--- src/rtl/rbps_pkg.sv ---
// Shared types, constants and register indexes for the raised bevel pixel shader.
package rbps_pkg;

   localparam int QUANTUM_BITS = 16;
   localparam int CHANNELS     = 4;
   localparam int LANES        = 4;
   localparam int CHAN_W       = 16;
   localparam int COORD_W      = 16;
   localparam int NUM_W        = CHAN_W + QUANTUM_BITS + 1;
   localparam int REM_W        = QUANTUM_BITS + 2;
   localparam int CSR_INDEX_W  = 3;
   localparam int CSR_DATA_W   = 16;
   localparam int LANE_STAGES  = 4;

   localparam longint unsigned SCALE_L     = (64'd1 << QUANTUM_BITS) - 64'd1;
   localparam longint unsigned FACTOR_HI_L = (64'd190 * SCALE_L + 64'd127) / 64'd255;
   localparam longint unsigned FACTOR_LO_L = (64'd135 * SCALE_L + 64'd127) / 64'd255;

   localparam logic [QUANTUM_BITS-1:0] FULL_SCALE = QUANTUM_BITS'(SCALE_L);
   localparam logic [QUANTUM_BITS-1:0] FACTOR_HI  = QUANTUM_BITS'(FACTOR_HI_L);
   localparam logic [QUANTUM_BITS-1:0] FACTOR_LO  = QUANTUM_BITS'(FACTOR_LO_L);

   localparam logic [NUM_W-1:0] TARGET_HI   = NUM_W'(SCALE_L * (SCALE_L - FACTOR_HI_L));
   localparam logic [NUM_W-1:0] TARGET_LO   = NUM_W'(SCALE_L * (SCALE_L - FACTOR_LO_L));
   localparam logic [NUM_W-1:0] ROUND_HALF  = NUM_W'((SCALE_L - 64'd1) / 64'd2);
   localparam logic [NUM_W-1:0] CLAMP_LIMIT = NUM_W'(SCALE_L * (SCALE_L + 64'd1));

   localparam logic [REM_W-1:0] SCALE_REM = REM_W'(SCALE_L);
   localparam logic [REM_W-1:0] TWICE_REM = REM_W'(64'd2 * SCALE_L);

   typedef enum logic [2:0] {
      REGION_NONE      = 3'd0,
      REGION_HIGHLIGHT = 3'd1,
      REGION_ACCENT    = 3'd2,
      REGION_SHADOW    = 3'd3,
      REGION_TROUGH    = 3'd4
   } region_type;

   typedef enum logic [CSR_INDEX_W-1:0] {
      CSR_IMAGE_COLUMNS = 3'd0,
      CSR_IMAGE_ROWS    = 3'd1,
      CSR_BORDER_WIDTH  = 3'd2,
      CSR_BEVEL_HEIGHT  = 3'd3,
      CSR_RAISE_MODE    = 3'd4,
      CSR_CHANNEL_MASK  = 3'd5
   } csr_index_type;

   typedef logic [CHAN_W-1:0] chan_type;

   typedef struct packed {
      logic [COORD_W-1:0] pixel_column;
      logic [COORD_W-1:0] pixel_row;
      chan_type           chan_in_0;
      chan_type           chan_in_1;
      chan_type           chan_in_2;
      chan_type           chan_in_3;
   } req_type;

   typedef struct packed {
      chan_type   chan_out_0;
      chan_type   chan_out_1;
      chan_type   chan_out_2;
      chan_type   chan_out_3;
      logic [2:0] edge_region;
      logic       geometry_error;
   } rsp_type;

   typedef struct packed {
      logic [15:0] image_columns;
      logic [15:0] image_rows;
      logic [14:0] border_width;
      logic [14:0] bevel_height;
      logic        raise_mode;
      logic [3:0]  channel_update_mask;
   } cfg_type;

   typedef struct packed {
      logic update;
      logic factor_lo;
      logic target_full;
   } lane_ctl_type;

endpackage

--- src/rtl/rbps_classify.sv ---
// Two-stage region classifier: coordinate compares, then region and blend selection.
module rbps_classify (
   input  logic                                    clock,
   input  logic                                    reset,
   input  logic                                    beat_in,
   input  rbps_pkg::req_type                       req_in,
   input  rbps_pkg::cfg_type                       cfg,
   output logic                                    beat_out,
   output rbps_pkg::region_type                    region_out,
   output logic                                    bad_out,
   output rbps_pkg::lane_ctl_type [rbps_pkg::LANES-1:0] ctl_out,
   output rbps_pkg::chan_type [rbps_pkg::LANES-1:0]     chan_out
);

   typedef struct packed {
      logic bad;
      logic outside;
      logic top;
      logic mid;
      logic tx_y;
      logic tx_wy;
      logic m_bw;
      logic m_wbw;
      logic b_d;
      logic b_wd;
   } flags_type;

   logic signed [17:0] x_s, y_s, w_s, h_s, bw_s, bh_s;

   flags_type flags_in, flags_ff;
   logic      v1_in, v1_ff;
   rbps_pkg::chan_type [rbps_pkg::LANES-1:0] chan1_in, chan1_ff;

   logic                   v2_in, v2_ff;
   rbps_pkg::region_type   region_in, region_ff;
   logic                   bad_in, bad_ff;
   rbps_pkg::lane_ctl_type [rbps_pkg::LANES-1:0] ctl_in, ctl_ff;
   rbps_pkg::chan_type [rbps_pkg::LANES-1:0]     chan2_ff;

   assign x_s  = $signed({2'b00, req_in.pixel_column});
   assign y_s  = $signed({2'b00, req_in.pixel_row});
   assign w_s  = $signed({2'b00, cfg.image_columns});
   assign h_s  = $signed({2'b00, cfg.image_rows});
   assign bw_s = $signed({3'b000, cfg.border_width});
   assign bh_s = $signed({3'b000, cfg.bevel_height});

   always_comb begin
      flags_in.bad     = ({1'b0, cfg.image_columns} <= {1'b0, cfg.border_width, 1'b0}) ||
                         ({1'b0, cfg.image_rows} <= {1'b0, cfg.bevel_height, 1'b0});
      flags_in.outside = (x_s >= w_s) || (y_s >= h_s);
      flags_in.top     = y_s < bh_s;
      flags_in.mid     = y_s < (h_s - bh_s);
      flags_in.tx_y    = x_s < y_s;
      flags_in.tx_wy   = x_s < (w_s - y_s);
      flags_in.m_bw    = x_s < bw_s;
      flags_in.m_wbw   = x_s >= (w_s - bw_s);
      flags_in.b_d     = x_s < (h_s - y_s);
      flags_in.b_wd    = x_s < (w_s - h_s + y_s);
   end

   assign v1_in       = beat_in;
   assign chan1_in[0] = req_in.chan_in_0;
   assign chan1_in[1] = req_in.chan_in_1;
   assign chan1_in[2] = req_in.chan_in_2;
   assign chan1_in[3] = req_in.chan_in_3;

   always_ff @(posedge clock) begin
      if (reset) begin
         v1_ff <= 1'b0;
      end else begin
         v1_ff <= v1_in;
      end
      flags_ff <= flags_in;
      chan1_ff <= chan1_in;
   end

   always_comb begin
      if (flags_ff.bad || flags_ff.outside) begin
         region_in = rbps_pkg::REGION_NONE;
      end else if (flags_ff.top) begin
         if (flags_ff.tx_y) begin
            region_in = rbps_pkg::REGION_HIGHLIGHT;
         end else if (flags_ff.tx_wy) begin
            region_in = rbps_pkg::REGION_ACCENT;
         end else begin
            region_in = rbps_pkg::REGION_SHADOW;
         end
      end else if (flags_ff.mid) begin
         if (flags_ff.m_bw) begin
            region_in = rbps_pkg::REGION_HIGHLIGHT;
         end else if (flags_ff.m_wbw) begin
            region_in = rbps_pkg::REGION_SHADOW;
         end else begin
            region_in = rbps_pkg::REGION_NONE;
         end
      end else begin
         if (flags_ff.b_d) begin
            region_in = rbps_pkg::REGION_HIGHLIGHT;
         end else if (flags_ff.b_wd) begin
            region_in = rbps_pkg::REGION_TROUGH;
         end else begin
            region_in = rbps_pkg::REGION_SHADOW;
         end
      end
   end

   always_comb begin
      logic lo;
      logic toward_fg;
      lo        = (region_in == rbps_pkg::REGION_ACCENT) ||
                  (region_in == rbps_pkg::REGION_TROUGH);
      toward_fg = (region_in == rbps_pkg::REGION_HIGHLIGHT) ||
                  (region_in == rbps_pkg::REGION_ACCENT);
      for (int i = 0; i < rbps_pkg::LANES; i++) begin
         ctl_in[i].update      = (region_in != rbps_pkg::REGION_NONE) &&
                                 cfg.channel_update_mask[i] && (i < rbps_pkg::CHANNELS);
         ctl_in[i].factor_lo   = lo;
         ctl_in[i].target_full = toward_fg ? cfg.raise_mode : !cfg.raise_mode;
      end
   end

   assign v2_in  = v1_ff;
   assign bad_in = flags_ff.bad;

   always_ff @(posedge clock) begin
      if (reset) begin
         v2_ff <= 1'b0;
      end else begin
         v2_ff <= v2_in;
      end
      region_ff <= region_in;
      bad_ff    <= bad_in;
      ctl_ff    <= ctl_in;
      chan2_ff  <= chan1_ff;
   end

   assign beat_out   = v2_ff;
   assign region_out = region_ff;
   assign bad_out    = bad_ff;
   assign ctl_out    = ctl_ff;
   assign chan_out   = chan2_ff;

endmodule

--- src/rtl/rbps_lane.sv ---
// Four-stage blend lane for one channel: multiply, sum, divide by full scale, round and clamp.
module rbps_lane (
   input  logic                   clock,
   input  rbps_pkg::lane_ctl_type ctl_in,
   input  rbps_pkg::chan_type     q_in,
   output rbps_pkg::chan_type     q_out
);

   localparam int QB = rbps_pkg::QUANTUM_BITS;
   localparam int NW = rbps_pkg::NUM_W;
   localparam int RW = rbps_pkg::REM_W;

   // stage 3: product
   logic [NW-1:0]          prod_in, prod_ff;
   rbps_pkg::lane_ctl_type ctl3_ff;
   rbps_pkg::chan_type     q3_ff;

   // stage 4: rounded numerator
   logic [NW-1:0]      n2_in, n2_ff;
   logic               upd4_ff;
   rbps_pkg::chan_type q4_ff;

   // stage 5: quotient estimate and remainder
   logic [NW-1:0]      qe_full, rem_full;
   logic [QB-1:0]      qe_in, qe_ff;
   logic [RW-1:0]      rem_in, rem_ff;
   logic               clamp_in, clamp_ff;
   logic               upd5_ff;
   rbps_pkg::chan_type q5_ff;

   // stage 6: result
   logic [QB-1:0]      r_val;
   rbps_pkg::chan_type out_in, out_ff;

   always_comb begin
      logic [QB-1:0] f;
      f       = ctl_in.factor_lo ? rbps_pkg::FACTOR_LO : rbps_pkg::FACTOR_HI;
      prod_in = NW'(q_in) * NW'(f);
   end

   always_ff @(posedge clock) begin
      prod_ff <= prod_in;
      ctl3_ff <= ctl_in;
      q3_ff   <= q_in;
   end

   always_comb begin
      logic [NW-1:0] tgt;
      if (!ctl3_ff.target_full) begin
         tgt = '0;
      end else if (ctl3_ff.factor_lo) begin
         tgt = rbps_pkg::TARGET_LO;
      end else begin
         tgt = rbps_pkg::TARGET_HI;
      end
      n2_in = prod_ff + tgt + rbps_pkg::ROUND_HALF;
   end

   always_ff @(posedge clock) begin
      n2_ff   <= n2_in;
      upd4_ff <= ctl3_ff.update;
      q4_ff   <= q3_ff;
   end

   // n / (2^QB - 1) estimate, low by at most one below the clamp limit
   assign qe_full  = (n2_ff + (n2_ff >> QB)) >> QB;
   assign rem_full = n2_ff - ((qe_full << QB) - qe_full);
   assign qe_in    = qe_full[QB-1:0];
   assign rem_in   = rem_full[RW-1:0];
   assign clamp_in = n2_ff >= rbps_pkg::CLAMP_LIMIT;

   always_ff @(posedge clock) begin
      qe_ff    <= qe_in;
      rem_ff   <= rem_in;
      clamp_ff <= clamp_in;
      upd5_ff  <= upd4_ff;
      q5_ff    <= q4_ff;
   end

   assign r_val = qe_ff + QB'(rem_ff >= rbps_pkg::SCALE_REM) +
                  QB'(rem_ff >= rbps_pkg::TWICE_REM);

   always_comb begin
      if (!upd5_ff) begin
         out_in = q5_ff;
      end else if (clamp_ff) begin
         out_in = rbps_pkg::CHAN_W'(rbps_pkg::FULL_SCALE);
      end else begin
         out_in = rbps_pkg::CHAN_W'(r_val);
      end
   end

   always_ff @(posedge clock) begin
      out_ff <= out_in;
   end

   assign q_out = out_ff;

endmodule

--- src/rtl/raised_bevel_pixel_shader_unit.sv ---
// Top level of the raised bevel pixel shader: registers, classifier, blend lanes, result.
//
//   channel   ports                                          direction
//   request   start, busy, req_data                          in  (busy out)
//   result    rsp_strobe, rsp_data                           out
//   config    csr_write_enable, csr_index, csr_write_data    in
//
// One pixel per clock; busy is always low. The result is registered through
// two classifier stages and four lane stages (multiply, sum, divide, round and clamp).
// Synchronous active-high reset clears valid bits and loads register defaults.
// The result strobe lasts one cycle; there is no back-pressure.
module raised_bevel_pixel_shader_unit (
   input  logic                                clock,
   input  logic                                reset,
   input  logic                                start,
   output logic                                busy,
   input  rbps_pkg::req_type                   req_data,
   output logic                                rsp_strobe,
   output rbps_pkg::rsp_type                   rsp_data,
   input  logic                                csr_write_enable,
   input  logic [rbps_pkg::CSR_INDEX_W-1:0]    csr_index,
   input  logic [rbps_pkg::CSR_DATA_W-1:0]     csr_write_data
);

   localparam int DL = rbps_pkg::LANE_STAGES;

   rbps_pkg::cfg_type cfg_in, cfg_ff;

   logic                   accept;
   logic                   cls_beat;
   rbps_pkg::region_type   cls_region;
   logic                   cls_bad;
   rbps_pkg::lane_ctl_type [rbps_pkg::LANES-1:0] cls_ctl;
   rbps_pkg::chan_type [rbps_pkg::LANES-1:0]     cls_chan;
   rbps_pkg::chan_type [rbps_pkg::LANES-1:0]     lane_out;

   logic [DL-1:0]        vld_in, vld_ff;
   logic [DL-1:0][2:0]   region_in, region_ff;
   logic [DL-1:0]        bad_in, bad_ff;

   assign busy   = 1'b0;
   assign accept = start && !busy;

   always_comb begin
      cfg_in = cfg_ff;
      if (csr_write_enable) begin
         case (csr_index)
            rbps_pkg::CSR_IMAGE_COLUMNS: cfg_in.image_columns = csr_write_data;
            rbps_pkg::CSR_IMAGE_ROWS:    cfg_in.image_rows    = csr_write_data;
            rbps_pkg::CSR_BORDER_WIDTH:  cfg_in.border_width  = csr_write_data[14:0];
            rbps_pkg::CSR_BEVEL_HEIGHT:  cfg_in.bevel_height  = csr_write_data[14:0];
            rbps_pkg::CSR_RAISE_MODE:    cfg_in.raise_mode    = csr_write_data[0];
            rbps_pkg::CSR_CHANNEL_MASK:  cfg_in.channel_update_mask = csr_write_data[3:0];
            default: cfg_in = cfg_ff;
         endcase
      end
   end

   always_ff @(posedge clock) begin
      if (reset) begin
         cfg_ff.image_columns       <= 16'd640;
         cfg_ff.image_rows          <= 16'd480;
         cfg_ff.border_width        <= 15'd6;
         cfg_ff.bevel_height        <= 15'd6;
         cfg_ff.raise_mode          <= 1'b1;
         cfg_ff.channel_update_mask <= 4'hF;
      end else begin
         cfg_ff <= cfg_in;
      end
   end

   rbps_classify u_classify (
      .clock      (clock),
      .reset      (reset),
      .beat_in    (accept),
      .req_in     (req_data),
      .cfg        (cfg_ff),
      .beat_out   (cls_beat),
      .region_out (cls_region),
      .bad_out    (cls_bad),
      .ctl_out    (cls_ctl),
      .chan_out   (cls_chan)
   );

   for (genvar i = 0; i < rbps_pkg::LANES; i++) begin : g_lane
      rbps_lane u_lane (
         .clock  (clock),
         .ctl_in (cls_ctl[i]),
         .q_in   (cls_chan[i]),
         .q_out  (lane_out[i])
      );
   end

   // region and error ride alongside the lanes
   always_comb begin
      vld_in[0]    = cls_beat;
      region_in[0] = cls_region;
      bad_in[0]    = cls_bad;
      for (int s = 1; s < DL; s++) begin
         vld_in[s]    = vld_ff[s-1];
         region_in[s] = region_ff[s-1];
         bad_in[s]    = bad_ff[s-1];
      end
   end

   always_ff @(posedge clock) begin
      if (reset) begin
         vld_ff <= '0;
      end else begin
         vld_ff <= vld_in;
      end
      region_ff <= region_in;
      bad_ff    <= bad_in;
   end

   assign rsp_strobe              = vld_ff[DL-1];
   assign rsp_data.chan_out_0     = lane_out[0];
   assign rsp_data.chan_out_1     = lane_out[1];
   assign rsp_data.chan_out_2     = lane_out[2];
   assign rsp_data.chan_out_3     = lane_out[3];
   assign rsp_data.edge_region    = region_ff[DL-1];
   assign rsp_data.geometry_error = bad_ff[DL-1];

endmodule
--- config.mk ---
export PLATFORM = sky130hd
export DESIGN_NAME = raised_bevel_pixel_shader_unit
export DESIGN_NICKNAME = d
export VERILOG_FILES = /design/src/rtl/rbps_pkg.sv /design/src/rtl/rbps_classify.sv /design/src/rtl/rbps_lane.sv /design/src/rtl/raised_bevel_pixel_shader_unit.sv
export SDC_FILE = /design/constraint.sdc
export NUM_CORES = 2
export LEC_CHECK = 0
export BUFFER_PORTS_ARGS = -buffer_cell sky130_fd_sc_hd__buf_2
export CELL_PAD_IN_SITES_DETAIL_PLACEMENT = 0
export CELL_PAD_IN_SITES_GLOBAL_PLACEMENT = 1
export CORE_MARGIN = 2
export CORE_UTILIZATION = 35
export CTS_CLUSTER_DIAMETER = 120
export DETAILED_ROUTE_END_ITERATION = 10
export HOLD_SLACK_MARGIN = 0.06
export PLACE_DENSITY_LB_ADDON = 0.1
export SYNTH_ARGS = -nofsm -noshare
export SYNTH_HDL_FRONTEND = slang
export SYNTH_SLANG_ARGS = --single-unit
--- constraint.sdc ---
create_clock -name clock -period 13.6 [get_ports clock]
set_input_delay 0 -clock clock [delete_from_list [all_inputs] [get_ports clock]]
set_output_delay 0 -clock clock [all_outputs]
set_load 0.01 [all_outputs]
==> qor.csv <==
metric,value,unit
Routed WL per cell,17.3,microns
H-tree levels,3,
Cell variety after synth,92,
Overflow after GRT,0,
vias,49200,
Max transition margin,20.5,%
initial drt markers,1930,
core area,200000,sq um
Routed Antenna Nets,0,
met1 usage,23.1,%
R2R Path Start,u_classify.ctl_out[1]$_DFF_P_,
met2 Usage GRT,32.8,%
synthesized area per cell,9.53,sq um
worst endpoint required time,14270,ps
Synth area leader,dfxtp_1,
TritonCTS clock tree,built,
Final Skew,42.9,ps
clock root buffer,clkbuf_16,
design area,80600,sq um
setup TNS,0,ps
Vias/cell,4.64,
met3 Use GR,1.81,%
row count,164,
clock tree buffer depth,3,
cts hold-fix bufs,190,
global-route wire length before repair,292000,microns
die area,205000,sq um
max-cap violation count,0,
worst setup margin,5800,ps
Crit Path Max Fanout,57,
synth top area cells,"dfxtp_1 26%, ha_1 21%, fa_1 18%, inv_1 8.1%, xnor2_1 4.3%",
sequential share of the synthesized area,25.7,%
Final Hold Vio Count,0,
register area,18200,sq um
hold crit path type,in -> reg,
main flop type after synthesis,dfxtp_1,
antenna violations before repair,5,
Worst Setup Path Type,reg -> reg,
hold depth,6,
Post-CTS Setup Bufs,0,
Setup crit start kind,flop,
Post-synth EDFFs,0,
outcome,"finished, final reports clean",
GRT busiest layer,met2,
CTS clock-pin slew for the worst setup and hold paths,60,ps
DRC Markers,0,
share of cells above drive strength 1,5.94,%
post-route minimum period,7800,ps
final WL,184000,microns
Nets,9793,
number of global-route vias before repair,52100,
Final Max Tran Viols,0,
initial core utilization,35.3,%
Sink Count,907,
Ports,189,
clk_lat worst skew,750,ps
Post-CTS Resized,0,
Mapped Cells,7413,
Async SR Flop Fraction,0,%
Syn-to-layout area delta,14.1,%
Pre-Repair DR Iteration Count,5,
Final Wtd Congestion,0.835,
utilization after layout,40.3,%
CP Data Arrival Time,8470,ps
share of the synthesized area in the top cell type,25.7,%
filler cell count,20200,
syn nets,9346,
global-route usage over all layers,18.2,%
worst setup path start,u_classify.ctl_out[1]$_DFF_P_,
RSZ-0062 raised after global routing,false,
die height,453,microns
pre-CTS WS,5790,ps
CP Capture Type,flop,
Post-Syn Area,70600,sq um
Post-DP HPWL,153000,microns
Worst Max-Slew Pin Slew,1190,ps
hold_sp,req_data[92],
Multi-input gate area,46500,sq um
Peak Freq,128,MHz
count of input and output buffers,187,
r2r worst-path depth,26,
YS warnings,0,
DP Area,74800,sq um
Inserted Clock Buffers,110,
final period utilization,57.3,%
synthesized flop and latch total,907,
die span in x,453,microns
largest net degree at the start of global routing,74,
final setup vio count,0,
==> worst max-delay path, cell delays in order, from the launching register on <==
cell and delay (ps):
dfxtp_4 730, buf_4 600, buf_4 540, nor2b_1 200
xnor2_1 310, nor2b_1 260, ha_1 180, nor2_1 60
fa_1 480, inv_1 40, ha_1 290, fa_1 460
fa_1 490, inv_1 50, fa_1 470, inv_1 40
ha_1 320, a21o_1 220, a211oi_2 320, nand2_1 110
o211a_1 230, o21a_1 200, o211a_1 260, nor3_1 300
o41ai_1 130, a21oi_1 180, xnor2_1 130
==> per-layer routing <==
metal / vias up / routed length, microns
met5: - / 0
met4: 0 / 3290
met3: 178 / 4720
met2: 528 / 92800
met1: 23500 / 82900
li1: 25000 / -
==> cells in the mapped netlist (98+ instances only) <==
library cell / n
fa_1: 633
inv_1: 1524
nand2_1: 376
nand3_1: 108
nor3_1: 98
nand2b_1: 109
o21ai_0: 184
dfxtp_1: 907
xnor2_1: 344
xor2_1: 175
a21o_1: 153
nor2_1: 364
a21oi_1: 381
ha_1: 1181
==> per-stage QoR <==
stage / cells / hold WS [ps]
6_report: 10600 / 117
3_3_place_gp: 10200 / 102
3_5_place_dp: 10200 / 104
5_1_grt: 10600 / 112
2_1_floorplan: 7413 / 27.7
4_1_cts: 10600 / 60.1
==> cell type report <==
class / instances / area share [%]
inverter: 1527 / 7.11
clock buffer: 141 / 3.84
sequential: 907 / 22.5
tap: 2656 / 4.12
timing repair buffer: 392 / 3.66
clock inverter: 63 / 1.01
antenna: 2 / 0.00621
multi-input combinational: 4922 / 57.7
==> cell usage in the layout, fill, tap and decap left out, drive strengths merged, types with 10 or more instances in the layout <==
| cell | netlist | routed |
|---|---|---|
| nand2 | 377 | 377 |
| fa | 633 | 633 |
| o21bai | 47 | 47 |
| ha | 1181 | 1181 |
| nor2 | 365 | 365 |
| a211oi | 38 | 38 |
| dlygate4sd3 | 0 | 190 |
| o2111ai | 12 | 12 |
| dfxtp | 907 | 907 |
| inv | 1524 | 1531 |
| nand2b | 109 | 109 |
| o21ai | 208 | 208 |
| nor3 | 98 | 98 |
| a21o | 153 | 153 |
| o21a | 76 | 76 |
| or2 | 25 | 25 |
| and3 | 66 | 66 |
| a211o | 24 | 24 |
| a31o | 11 | 11 |
| nand4 | 49 | 49 |
| a21boi | 28 | 28 |
| nor4 | 12 | 12 |
| clkbuf | 46 | 141 |
| o41ai | 12 | 12 |
| clkinv | 3 | 32 |
| o31ai | 18 | 18 |
| bufinv | 0 | 15 |
| and2 | 64 | 64 |
| and4 | 10 | 10 |
| nor2b | 97 | 97 |
| buf | 11 | 202 |
| xor2 | 175 | 175 |
| a2111oi | 11 | 11 |
| a21oi | 386 | 386 |
| or3 | 27 | 27 |
| clkinvlp | 0 | 12 |
| nand3 | 108 | 108 |
| xnor2 | 344 | 344 |
| o211ai | 20 | 20 |
| a31oi | 40 | 40 |
==> cell families (layout without fill, tap and decap cells) <==
kind of cell,count (synthesis),after routing,synth area share [%]
fa+ha+maj,1815,1815,38.9
buf+inv,1584,2123,8.45
simple gates,1431,1431,9.78
compound gates,1153,1153,10.7
flops,907,907,25.7
xor+xnor,519,519,6.44
mux,3,3,0.0443
other cells,1,3,0.00531
==> path summary, 6_finish.rpt <==
| kind | end | slack, ps |
|---|---|---|
| worst min register to register | g_lane[0].u_lane.q5_ff[5]$_DFF_P_ | 310 |
| worst max-delay path | g_lane[3].u_lane.prod_ff[28]$_DFF_P_ | 5800 |
| worst max register to register | g_lane[3].u_lane.prod_ff[28]$_DFF_P_ | 5800 |
| worst min-delay path | u_classify.flags_ff[4]$_DFF_P_ | 120 |
==> sequential cells by signal, indices dropped and copies added, names as in the netlist, 4 cells and up <==
| name | flops |
|---|---|
| vld_ff | 4 |
| g_lane.u_lane.qe_ff | 64 |
| g_lane.u_lane.upd4_ff | 4 |
| u_classify.chan_out | 64 |
| g_lane.u_lane.q3_ff | 64 |
| g_lane.u_lane.ctl3_ff | 6 |
| region_ff | 9 |
| cfg_ff | 67 |
| bad_ff | 4 |
| g_lane.u_lane.q_out | 64 |
| g_lane.u_lane.prod_ff | 128 |
| g_lane.u_lane.n2_ff | 132 |
| u_classify.ctl_out | 6 |
| u_classify.flags_ff | 9 |
| g_lane.u_lane.rem_ff | 72 |
| g_lane.u_lane.q5_ff | 64 |
| g_lane.u_lane.clamp_ff | 4 |
| g_lane.u_lane.q4_ff | 64 |
| g_lane.u_lane.upd5_ff | 4 |
| u_classify.chan1_ff | 64 |
Power is not shown: default switching activity piles up to over one toggle a cycle in this logic, so the estimate is an artifact.
